`config.mk`:
```
export PLATFORM = sky130hd
export DESIGN_NAME = state_space_filter
export DESIGN_NICKNAME = d
export VERILOG_FILES = /design/src/rtl/ssf_pkg.sv /design/src/rtl/ssf_sequencer.sv /design/src/rtl/state_space_filter.sv
export SDC_FILE = /design/constraint.sdc
export NUM_CORES = 2
export LEC_CHECK = 0
export BUFFER_PORTS_ARGS = -buffer_cell sky130_fd_sc_hd__buf_2
export CAP_MARGIN = 20
export CELL_PAD_IN_SITES_DETAIL_PLACEMENT = 0
export CELL_PAD_IN_SITES_GLOBAL_PLACEMENT = 1
export CORE_MARGIN = 4
export CORE_UTILIZATION = 50
export DETAILED_ROUTE_END_ITERATION = 8
export GPL_TIMING_DRIVEN = 0
export HOLD_SLACK_MARGIN = 0.03
export PLACE_DENSITY_LB_ADDON = 0.1
export SETUP_SLACK_MARGIN = 0.1
export SYNTH_ARGS = -nofsm -noshare
export SYNTH_HDL_FRONTEND = slang
export SYNTH_HIERARCHICAL = 1
export SYNTH_SLANG_ARGS = --single-unit
export TNS_END_PERCENT = 50
```
`constraint.sdc`:
```
create_clock -name clk_i -period 10.6 [get_ports clk_i]
set_clock_uncertainty 0.05 [all_clocks]
set_input_delay 2.12 -clock clk_i [delete_from_list [all_inputs] [get_ports clk_i]]
set_output_delay 2.12 -clock clk_i [all_outputs]
set_load 0.005 [all_outputs]
```
`src/rtl/ssf_pkg.sv`:
```
// Shared types, codes and the microcode control store of the state-space filter.
`timescale 1ns / 1ps

package ssf_pkg;

  // Stream payload widths
  localparam int unsigned S_TDATA_W = 40;
  localparam int unsigned M_TDATA_W = 16;
  localparam int unsigned CFG_W     = 4;

  // Microcode step addresses
  localparam logic [2:0] PC_IDLE   = 3'd0;
  localparam logic [2:0] PC_D      = 3'd1;
  localparam logic [2:0] PC_C      = 3'd2;
  localparam logic [2:0] PC_B      = 3'd3;
  localparam logic [2:0] PC_A      = 3'd4;
  localparam logic [2:0] PC_DRAIN  = 3'd5;
  localparam logic [2:0] PC_COMMIT = 3'd6;

  // Which coefficient block a term reads
  typedef enum logic [1:0] {
    SEL_D = 2'd0,
    SEL_C = 2'd1,
    SEL_B = 2'd2,
    SEL_A = 2'd3
  } coef_sel_e;

  // When an issued term closes its sum
  typedef enum logic [1:0] {
    LAST_NEVER  = 2'd0,
    LAST_N_ZERO = 2'd1,
    LAST_J_LAST = 2'd2
  } last_sel_e;

  // Sequencer conditions, used both for holding a step and for jumping
  typedef enum logic [2:0] {
    COND_NONE      = 3'd0,
    COND_ALWAYS    = 3'd1,
    COND_NO_START  = 3'd2,
    COND_J_MORE    = 3'd3,
    COND_ROW_MORE  = 3'd4,
    COND_N_ZERO    = 3'd5,
    COND_PIPE_BUSY = 3'd6,
    COND_OUT_BUSY  = 3'd7
  } cond_e;

  // One control word of the program
  typedef struct packed {
    logic      accept;
    logic      issue;
    coef_sel_e coef_sel;
    logic      opnd_x;
    logic      first;
    last_sel_e last_sel;
    logic      dest_x;
    logic      j_step;
    logic      i_step;
    logic      clr_ij;
    logic      commit;
    cond_e     hold;
    cond_e     jump;
    logic [2:0] target;
  } ucode_t;

  // Control from the sequencer to the datapath
  typedef struct packed {
    logic      accept;
    logic      issue;
    coef_sel_e coef_sel;
    logic      opnd_x;
    logic      first;
    logic      last;
    logic      dest_x;
    logic      commit;
  } seq_ctrl_t;

  // Status from the datapath to the sequencer
  typedef struct packed {
    logic start;
    logic n_zero;
    logic pipe_busy;
    logic out_busy;
  } seq_status_t;

  // Control store: output sum first, then one row of the state update at a time
  function automatic ucode_t ucode_rom(input logic [2:0] pc);
    ucode_t w;
    w = '0;
    case (pc)
      PC_IDLE: begin
        w.accept = 1'b1;
        w.clr_ij = 1'b1;
        w.hold   = COND_NO_START;
      end
      PC_D: begin
        w.issue    = 1'b1;
        w.coef_sel = SEL_D;
        w.first    = 1'b1;
        w.last_sel = LAST_N_ZERO;
        w.jump     = COND_N_ZERO;
        w.target   = PC_DRAIN;
      end
      PC_C: begin
        w.issue    = 1'b1;
        w.coef_sel = SEL_C;
        w.opnd_x   = 1'b1;
        w.last_sel = LAST_J_LAST;
        w.j_step   = 1'b1;
        w.hold     = COND_J_MORE;
      end
      PC_B: begin
        w.issue    = 1'b1;
        w.coef_sel = SEL_B;
        w.first    = 1'b1;
        w.dest_x   = 1'b1;
      end
      PC_A: begin
        w.issue    = 1'b1;
        w.coef_sel = SEL_A;
        w.opnd_x   = 1'b1;
        w.last_sel = LAST_J_LAST;
        w.dest_x   = 1'b1;
        w.j_step   = 1'b1;
        w.i_step   = 1'b1;
        w.hold     = COND_J_MORE;
        w.jump     = COND_ROW_MORE;
        w.target   = PC_B;
      end
      PC_DRAIN: begin
        w.hold = COND_PIPE_BUSY;
      end
      PC_COMMIT: begin
        w.commit = 1'b1;
        w.hold   = COND_OUT_BUSY;
        w.jump   = COND_ALWAYS;
        w.target = PC_IDLE;
      end
      default: begin
        w.jump   = COND_ALWAYS;
        w.target = PC_IDLE;
      end
    endcase
    return w;
  endfunction

endpackage

```
`src/rtl/ssf_sequencer.sv`:
```
// Microcode sequencer: step counter, row and column counters and control decode.
`timescale 1ns / 1ps

module ssf_sequencer #(
  parameter int MAX_ORDER = 8
) (
  input  logic                            clk_i,
  input  logic                            rst_ni,
  input  logic [$clog2(MAX_ORDER+1)-1:0]  n_i,
  input  ssf_pkg::seq_status_t            status_i,
  output ssf_pkg::seq_ctrl_t              ctrl_o,
  output logic [((MAX_ORDER > 1) ? $clog2(MAX_ORDER) : 1)-1:0] i_o,
  output logic [((MAX_ORDER > 1) ? $clog2(MAX_ORDER) : 1)-1:0] j_o
);
  import ssf_pkg::*;

  localparam int NW = $clog2(MAX_ORDER + 1);
  localparam int IW = (MAX_ORDER > 1) ? $clog2(MAX_ORDER) : 1;

  logic [2:0]    pc_q, pc_d;
  logic [IW-1:0] i_q, i_d, j_q, j_d;
  logic [NW:0]   j_plus1, i_plus1;
  logic          j_last, row_more, held, jumped;
  ucode_t        word;

  // Condition evaluation
  function automatic logic cond_true(input cond_e c, input seq_status_t s,
                                     input logic jl, input logic rm);
    logic r;
    case (c)
      COND_NONE:      r = 1'b0;
      COND_ALWAYS:    r = 1'b1;
      COND_NO_START:  r = !s.start;
      COND_J_MORE:    r = !jl;
      COND_ROW_MORE:  r = rm;
      COND_N_ZERO:    r = s.n_zero;
      COND_PIPE_BUSY: r = s.pipe_busy;
      COND_OUT_BUSY:  r = s.out_busy;
      default:        r = 1'b0;
    endcase
    return r;
  endfunction

  // Fetch the control word and decide the next step
  assign word     = ucode_rom(pc_q);
  assign j_plus1  = (NW+1)'(j_q) + (NW+1)'(1);
  assign i_plus1  = (NW+1)'(i_q) + (NW+1)'(1);
  assign j_last   = (j_plus1 == (NW+1)'(n_i));
  assign row_more = (i_plus1 != (NW+1)'(n_i));
  assign held     = cond_true(word.hold, status_i, j_last, row_more);
  assign jumped   = cond_true(word.jump, status_i, j_last, row_more);

  always_comb begin
    if (held) begin
      pc_d = pc_q;
    end else if (jumped) begin
      pc_d = word.target;
    end else begin
      pc_d = pc_q + 3'd1;
    end
  end

  // Column and row counters
  always_comb begin
    i_d = i_q;
    j_d = j_q;
    if (word.clr_ij) begin
      i_d = '0;
      j_d = '0;
    end else begin
      if (word.j_step) begin
        j_d = j_last ? '0 : IW'(j_plus1);
      end
      if (word.i_step && j_last) begin
        i_d = IW'(i_plus1);
      end
    end
  end

  always_ff @(posedge clk_i or negedge rst_ni) begin
    if (!rst_ni) begin
      pc_q <= PC_IDLE;
      i_q  <= '0;
      j_q  <= '0;
    end else begin
      pc_q <= pc_d;
      i_q  <= i_d;
      j_q  <= j_d;
    end
  end

  // Control out to the datapath
  always_comb begin
    ctrl_o.accept   = word.accept;
    ctrl_o.issue    = word.issue;
    ctrl_o.coef_sel = word.coef_sel;
    ctrl_o.opnd_x   = word.opnd_x;
    ctrl_o.first    = word.first;
    ctrl_o.dest_x   = word.dest_x;
    ctrl_o.commit   = word.commit && !held;
    case (word.last_sel)
      LAST_NEVER:  ctrl_o.last = 1'b0;
      LAST_N_ZERO: ctrl_o.last = status_i.n_zero;
      LAST_J_LAST: ctrl_o.last = j_last;
      default:     ctrl_o.last = 1'b0;
    endcase
  end

  assign i_o = i_q;
  assign j_o = j_q;

endmodule

```
`src/rtl/state_space_filter.sv`:
```
// Top level of the single-input single-output fixed-point state-space filter.
// A load request writes the coefficient store when accepted. A sample request at order n
// has its result registered at the commit step: one product per cycle, 1 + n products
// for the output and 1 + n per row, then the pipeline drains before the commit.
// One sample is in work at a time, so no sample is taken before the last one commits; the next
// request is taken while a result waits. Reset clears the state, order and output, not the store.
`timescale 1ns / 1ps

module state_space_filter #(
  parameter int MAX_ORDER      = 8,
  parameter int COEF_FRAC_BITS = 12
) (
  input  logic                          clk_i,
  input  logic                          rst_ni,
  // Configuration write: order_in_use
  input  logic                          cfg_valid_i,
  output logic                          cfg_ready_o,
  input  logic [ssf_pkg::CFG_W-1:0]     cfg_data_i,
  // Input stream
  input  logic                          s_axis_tvalid,
  output logic                          s_axis_tready,
  // coef_index [6:0], coef_value [22:7], sample_in [38:23], zero [39]
  input  logic [ssf_pkg::S_TDATA_W-1:0] s_axis_tdata,
  // opcode [0]
  input  logic [0:0]                    s_axis_tuser,
  input  logic                          s_axis_tlast,
  // Output stream
  output logic                          m_axis_tvalid,
  input  logic                          m_axis_tready,
  // sample_out [15:0]
  output logic [ssf_pkg::M_TDATA_W-1:0] m_axis_tdata,
  // saturated [0]
  output logic [0:0]                    m_axis_tuser
);
  import ssf_pkg::*;

  localparam int NW         = $clog2(MAX_ORDER + 1);
  localparam int IW         = (MAX_ORDER > 1) ? $clog2(MAX_ORDER) : 1;
  localparam int B_BASE     = MAX_ORDER * MAX_ORDER;
  localparam int C_BASE     = B_BASE + MAX_ORDER;
  localparam int D_SLOT     = C_BASE + MAX_ORDER;
  localparam int COEF_DEPTH = D_SLOT + 1;
  localparam int AW         = $clog2(COEF_DEPTH);
  localparam int ACC_W      = 52 + $clog2(MAX_ORDER + 1);

  localparam logic signed [ACC_W-1:0] HALF_X =
    {{(ACC_W-1){1'b0}}, 1'b1} << (COEF_FRAC_BITS - 1);
  localparam logic signed [ACC_W-1:0] HALF_Y =
    {{(ACC_W-1){1'b0}}, 1'b1} << (2*COEF_FRAC_BITS - 1);
  localparam logic signed [ACC_W-1:0] X_MAX = {{(ACC_W-31){1'b0}}, {31{1'b1}}};
  localparam logic signed [ACC_W-1:0] X_MIN = {{(ACC_W-31){1'b1}}, {31{1'b0}}};
  localparam logic signed [ACC_W-1:0] Y_MAX = {{(ACC_W-15){1'b0}}, {15{1'b1}}};
  localparam logic signed [ACC_W-1:0] Y_MIN = {{(ACC_W-15){1'b1}}, {15{1'b0}}};

  // Tag that travels with each product through the pipeline
  typedef struct packed {
    logic valid;
    logic first;
    logic last;
    logic dest_x;
    logic scale_u;
  } tag_t;

  // Request fields
  logic [6:0]         in_index;
  logic signed [15:0] in_value, in_sample;
  logic               load_req, start_req;

  // Registers
  logic [CFG_W-1:0]   order_q;
  logic signed [15:0] u_q;
  logic               last_q, sat_q;
  logic signed [31:0] x_q      [MAX_ORDER];
  logic signed [31:0] next_x_q [MAX_ORDER];
  logic [15:0]        coef_mem [COEF_DEPTH];
  logic signed [15:0] coef_rd_q;
  logic signed [31:0] opnd_q;
  logic signed [47:0] prod_q;
  logic signed [ACC_W-1:0] acc_q;
  tag_t               tag1_q, tag2_q, tag3_q;
  logic [IW-1:0]      row1_q, row2_q, row3_q;
  logic signed [15:0] y_q;
  logic               out_valid_q;
  logic [15:0]        out_data_q;
  logic               out_sat_q;

  // Sequencer interface
  logic [NW-1:0]      n_use;
  seq_status_t        status;
  seq_ctrl_t          ctrl;
  logic [IW-1:0]      seq_i, seq_j;
  logic [AW-1:0]      rd_addr;

  // Datapath combinational values
  logic signed [ACC_W-1:0] term, rnd_x, rnd_y;
  logic signed [31:0]      x_new;
  logic signed [15:0]      y_new;
  logic                    x_clip, y_clip, finish;

  assign in_index  = s_axis_tdata[6:0];
  assign in_value  = s_axis_tdata[22:7];
  assign in_sample = s_axis_tdata[38:23];
  assign load_req  = s_axis_tvalid && s_axis_tready && !s_axis_tuser[0];
  assign start_req = s_axis_tvalid && s_axis_tready && s_axis_tuser[0];

  assign cfg_ready_o   = 1'b1;
  assign s_axis_tready = ctrl.accept;

  // Orders above the built maximum act as the maximum
  assign n_use = (32'(order_q) > MAX_ORDER) ? NW'(MAX_ORDER) : NW'(order_q);

  assign status.start     = start_req;
  assign status.n_zero    = (n_use == '0);
  assign status.pipe_busy = tag1_q.valid || tag2_q.valid || tag3_q.valid;
  assign status.out_busy  = out_valid_q && !m_axis_tready;

  ssf_sequencer #(
    .MAX_ORDER(MAX_ORDER)
  ) u_seq (
    .clk_i   (clk_i),
    .rst_ni  (rst_ni),
    .n_i     (n_use),
    .status_i(status),
    .ctrl_o  (ctrl),
    .i_o     (seq_i),
    .j_o     (seq_j)
  );

  // Coefficient address for the issued term
  always_comb begin
    case (ctrl.coef_sel)
      SEL_D:   rd_addr = AW'(D_SLOT);
      SEL_C:   rd_addr = AW'(C_BASE + int'(seq_j));
      SEL_B:   rd_addr = AW'(B_BASE + int'(seq_i));
      SEL_A:   rd_addr = AW'(int'(seq_i) * MAX_ORDER + int'(seq_j));
      default: rd_addr = AW'(D_SLOT);
    endcase
  end

  // Coefficient store: written by load requests, read by issued terms
  always_ff @(posedge clk_i) begin
    if (load_req && (32'(in_index) < COEF_DEPTH)) begin
      coef_mem[AW'(in_index)] <= in_value;
    end
    coef_rd_q <= $signed(coef_mem[rd_addr]);
  end

  // Operand, product and accumulate stages
  assign term = tag2_q.scale_u ? (ACC_W'(prod_q) <<< COEF_FRAC_BITS) : ACC_W'(prod_q);

  always_ff @(posedge clk_i) begin
    opnd_q <= ctrl.opnd_x ? x_q[seq_j] : 32'(u_q);
    row1_q <= seq_i;
    prod_q <= 48'(coef_rd_q) * 48'(opnd_q);
    row2_q <= row1_q;
    acc_q  <= tag2_q.first ? term : acc_q + term;
    row3_q <= row2_q;
  end

  always_ff @(posedge clk_i or negedge rst_ni) begin
    if (!rst_ni) begin
      tag1_q <= '0;
      tag2_q <= '0;
      tag3_q <= '0;
    end else begin
      tag1_q.valid   <= ctrl.issue;
      tag1_q.first   <= ctrl.first;
      tag1_q.last    <= ctrl.last;
      tag1_q.dest_x  <= ctrl.dest_x;
      tag1_q.scale_u <= !ctrl.opnd_x;
      tag2_q         <= tag1_q;
      tag3_q         <= tag2_q;
    end
  end

  // Rounding half up and saturation of a finished sum
  assign rnd_x  = (acc_q + HALF_X) >>> COEF_FRAC_BITS;
  assign rnd_y  = (acc_q + HALF_Y) >>> (2*COEF_FRAC_BITS);
  assign finish = tag3_q.valid && tag3_q.last;

  always_comb begin
    x_clip = 1'b1;
    if (rnd_x > X_MAX) begin
      x_new = 32'(X_MAX);
    end else if (rnd_x < X_MIN) begin
      x_new = 32'(X_MIN);
    end else begin
      x_new  = 32'(rnd_x);
      x_clip = 1'b0;
    end
    y_clip = 1'b1;
    if (rnd_y > Y_MAX) begin
      y_new = 16'(Y_MAX);
    end else if (rnd_y < Y_MIN) begin
      y_new = 16'(Y_MIN);
    end else begin
      y_new  = 16'(rnd_y);
      y_clip = 1'b0;
    end
  end

  // Sample context, state vectors and output register
  always_ff @(posedge clk_i or negedge rst_ni) begin
    if (!rst_ni) begin
      order_q     <= '0;
      u_q         <= '0;
      last_q      <= 1'b0;
      sat_q       <= 1'b0;
      y_q         <= '0;
      x_q         <= '{default: '0};
      next_x_q    <= '{default: '0};
      out_valid_q <= 1'b0;
      out_data_q  <= '0;
      out_sat_q   <= 1'b0;
    end else begin
      if (cfg_valid_i) begin
        order_q <= cfg_data_i;
      end
      if (start_req) begin
        u_q      <= in_sample;
        last_q   <= s_axis_tlast;
        sat_q    <= 1'b0;
        next_x_q <= '{default: '0};
      end else if (finish) begin
        if (tag3_q.dest_x) begin
          next_x_q[row3_q] <= x_new;
          sat_q            <= sat_q | x_clip;
        end else begin
          y_q   <= y_new;
          sat_q <= sat_q | y_clip;
        end
      end
      if (ctrl.commit) begin
        if (last_q) begin
          x_q <= '{default: '0};
        end else begin
          x_q <= next_x_q;
        end
        out_valid_q <= 1'b1;
        out_data_q  <= y_q;
        out_sat_q   <= sat_q;
      end else if (m_axis_tready) begin
        out_valid_q <= 1'b0;
      end
    end
  end

  assign m_axis_tvalid   = out_valid_q;
  assign m_axis_tdata    = out_data_q;
  assign m_axis_tuser[0] = out_sat_q;

endmodule
```
==> metrics.txt <==
setup ws final=between 2 and 2.5 ns; Rel. slew slack=0.148; mux contribution to synthesized area=0.0307; H-tree depth=4; fin crit period=approximately 8.5 ns; Multi-input gate area=42400 µm²; Die ar.=217000 µm²; status=finished, final reports clean; via count=75300; Fin. Hold Viols=0; ys flop type=edfxtp_1; GRT Total Usage=0.321; First-pass DRT Iterations=5; top cells by area, synth=edfxtp_1 (37%), dfrtp_1 (14%), fa_1 (9.3%); RD Place Congestion=0.957; max-cap viol count=0; first-pass GRT wire length=510000 µm; vias per std cell=5.90; Post-synth EDFFs=1296; compound-gate portion of the synthesized area=0.0828; core area=208000 µm²; vias in the first global route=approximately 75000; Post-CTS Hold Fix Bufs=0; DRC viols=0; Max Freq=0.117 GHz; Yosys cell types=90; WHS=0.279 ns; PortBufs=68; WL/cell=around 27 µm; Area Overhead vs Synth=12.2%; starting density of the core=0.504; worst slack at placement=2.10 ns; clk sinks=slightly above 2000; IO Pins=71; Crit Path Class=reg2reg; remaining global-route overflow=0; Syn Std Cell Area=roughly 100000 µm²; Post-Synth Simple-Gate Area=0.162; Seq. cell area=56900 µm²; TNS Setup=0 ns; largest family of logic cells by synthesized area=simple AND/OR/NAND/NOR gates; final wirelength=351000 µm; most frequent cells in the layout=nand2_1 (1748), edfxtp_1 (1296), inv_1 (855); largest net degree at the start of global routing=approximately 120; number of setup buffers added after CTS=0; Die W=466 µm; DIE HEIGHT=about 470 µm; WP data required=around 11 ns; Slew Viols, Final=0; final setup violation count=0; Synth area leader=edfxtp_1; share of flip-flops with an asynchronous set or reset=0.288; syn_nets=10100; sequential fraction of the synthesis area=0.543; post-synthesis xor/xnor area fraction=0.0132; post-synth top area share=0.372; adder-cell area share of the yosys netlist=0.115; CTS tree=built; Routed Antenna Nets=0; Max clock buf depth=3; Final HPWL DP=between 200000 and 300000 µm; Clock Tree Root=clkbuf_16; unrepaired setup endpoints after global routing=false; Final Cycle Share=0.806; Resize count post-CTS=0; clock transition at the registers of the reported paths=about 0.060 ns; Post-Place Cells=around 12000; crit path DAT=9.19 ns; Fill cells=17900; initial antenna violation count=9; most common cell after layout, fill and taps aside=nand2_1; num rows=167; r2r setup slk=2.06 ns; Num CTS Buffers=approximately 210; Critical Path Fanout Max=10; DRT iter0 DRCs=7937; Worst Max-Slew Pin Slew=roughly 1.3 ns; Syn Inst Count=9393; ratio of cells with drive above 1 in the final layout=0.0777; register bit total from synthesis=between 2000 and 2500; NumNets Final=10500; clock latency on the worst-skew pair=0.91 ns; Avg Cell Area, Syn=11.2 µm²; Worst Hold Class=reg2reg; post-route non-filler standard cell count=12800; CP Launch Type=register; synth warn=6; kind of end point of the critical path=register
critical path, cell delays in order (launching register included):
cell and delay [ns]:
dfxtp_1 0.93, clkbuf_1 0.67, nand2_1 0.17, fa_1 0.57, inv_1 0.05, fa_1 0.50, inv_1 0.05, fa_1 0.50
inv_1 0.07, fa_1 0.45, fa_1 0.52, inv_1 0.06, fa_1 0.54, inv_1 0.05, ha_1 0.36, a21o_1 0.18
a21o_1 0.16, a221o_1 0.40, a221o_1 0.41, o2111ai_1 0.34, a31oi_1 0.22, o21ai_0 0.30, o21ai_0 0.25, a221o_1 0.39
xor2_1 0.15
synthesized netlist by cell type, drive strengths merged, types with 90 or more instances:
cell type,number
dfrtp,590
nand3b,258
and3,97
clkbuf,507
buf,97
nand3,790
ha,180
edfxtp,1296
fa,487
inv,857
and2,216
nand2,1750
a311oi,149
a221o,206
dfxtp,161
nor2,300
xnor2,90
a31oi,90
a21oi,194
o21ai,339
worst paths after layout:
check,start,to,depth (start not counted)
worst max register to register,coef_rd_q[9],prod_q[44],24
max in group asynchronous,rst_ni,u_q[13],4
worst min-delay path,row2_q[0],row3_q[0],0
worst min register to register,row2_q[0],row3_q[0],0
worst max-delay path,coef_rd_q[9],prod_q[44],24
min in group asynchronous,rst_ni,m_axis_tdata[9],1
cell type report:
class | count | area share
well taps | 2788 | 0.0297
plain buffers | 604 | 0.0203
repair buffers | 179 | 0.0174
diodes | 7 | 0.000149
clock buffers | 294 | 0.0501
clock inverters | 109 | 0.0101
multi-input cells | 5883 | 0.361
inverters | 859 | 0.0274
flip-flops and latches | 2047 | 0.484
state kept, by name, indices dropped and copies added (netlist names), 4 cells and up:
| name | flops |
|---|---|
| order_q | 4 |
| opnd_q | 32 |
| x_q | 256 |
| tag1_q | 5 |
| m_axis_tdata | 16 |
| u_q | 16 |
| coef_mem | 1296 |
| tag2_q | 5 |
| prod_q | 48 |
| coef_rd_q | 16 |
| next_x_q | 256 |
| y_q | 16 |
| acc_q | 56 |
kinds of logic after synthesis:
group / count (synthesis)
compound gates: 1229
xor+xnor: 156
fa+ha+maj: 667
buf+inv: 1463
flops: 2047
mux: 212
other cells: 1
simple gates: 3618
per-stage QoR:
stage / util / cell area, µm²
after floorplan: - / 105000
after global routing: 0.566 / 118000
final: 0.566 / 118000
after CTS: 0.566 / 118000
after global placement: 0.523 / 109000
after detailed placement: 0.532 / 110000
routing by layer:
layer / track usage / wire length [µm] / vias up
li1: - / - / 33400
met1: 0.414 / 137000 / 38200
met2: 0.530 / 167000 / 3094
met3: 0.0478 / 24200 / 724
met4: 0.167 / 21900 / 4
met5: 0 / 27 / -
Power is left out: the tool's default activity adds up to more than one toggle a clock period on the data nets, which glitch-free logic cannot reach.
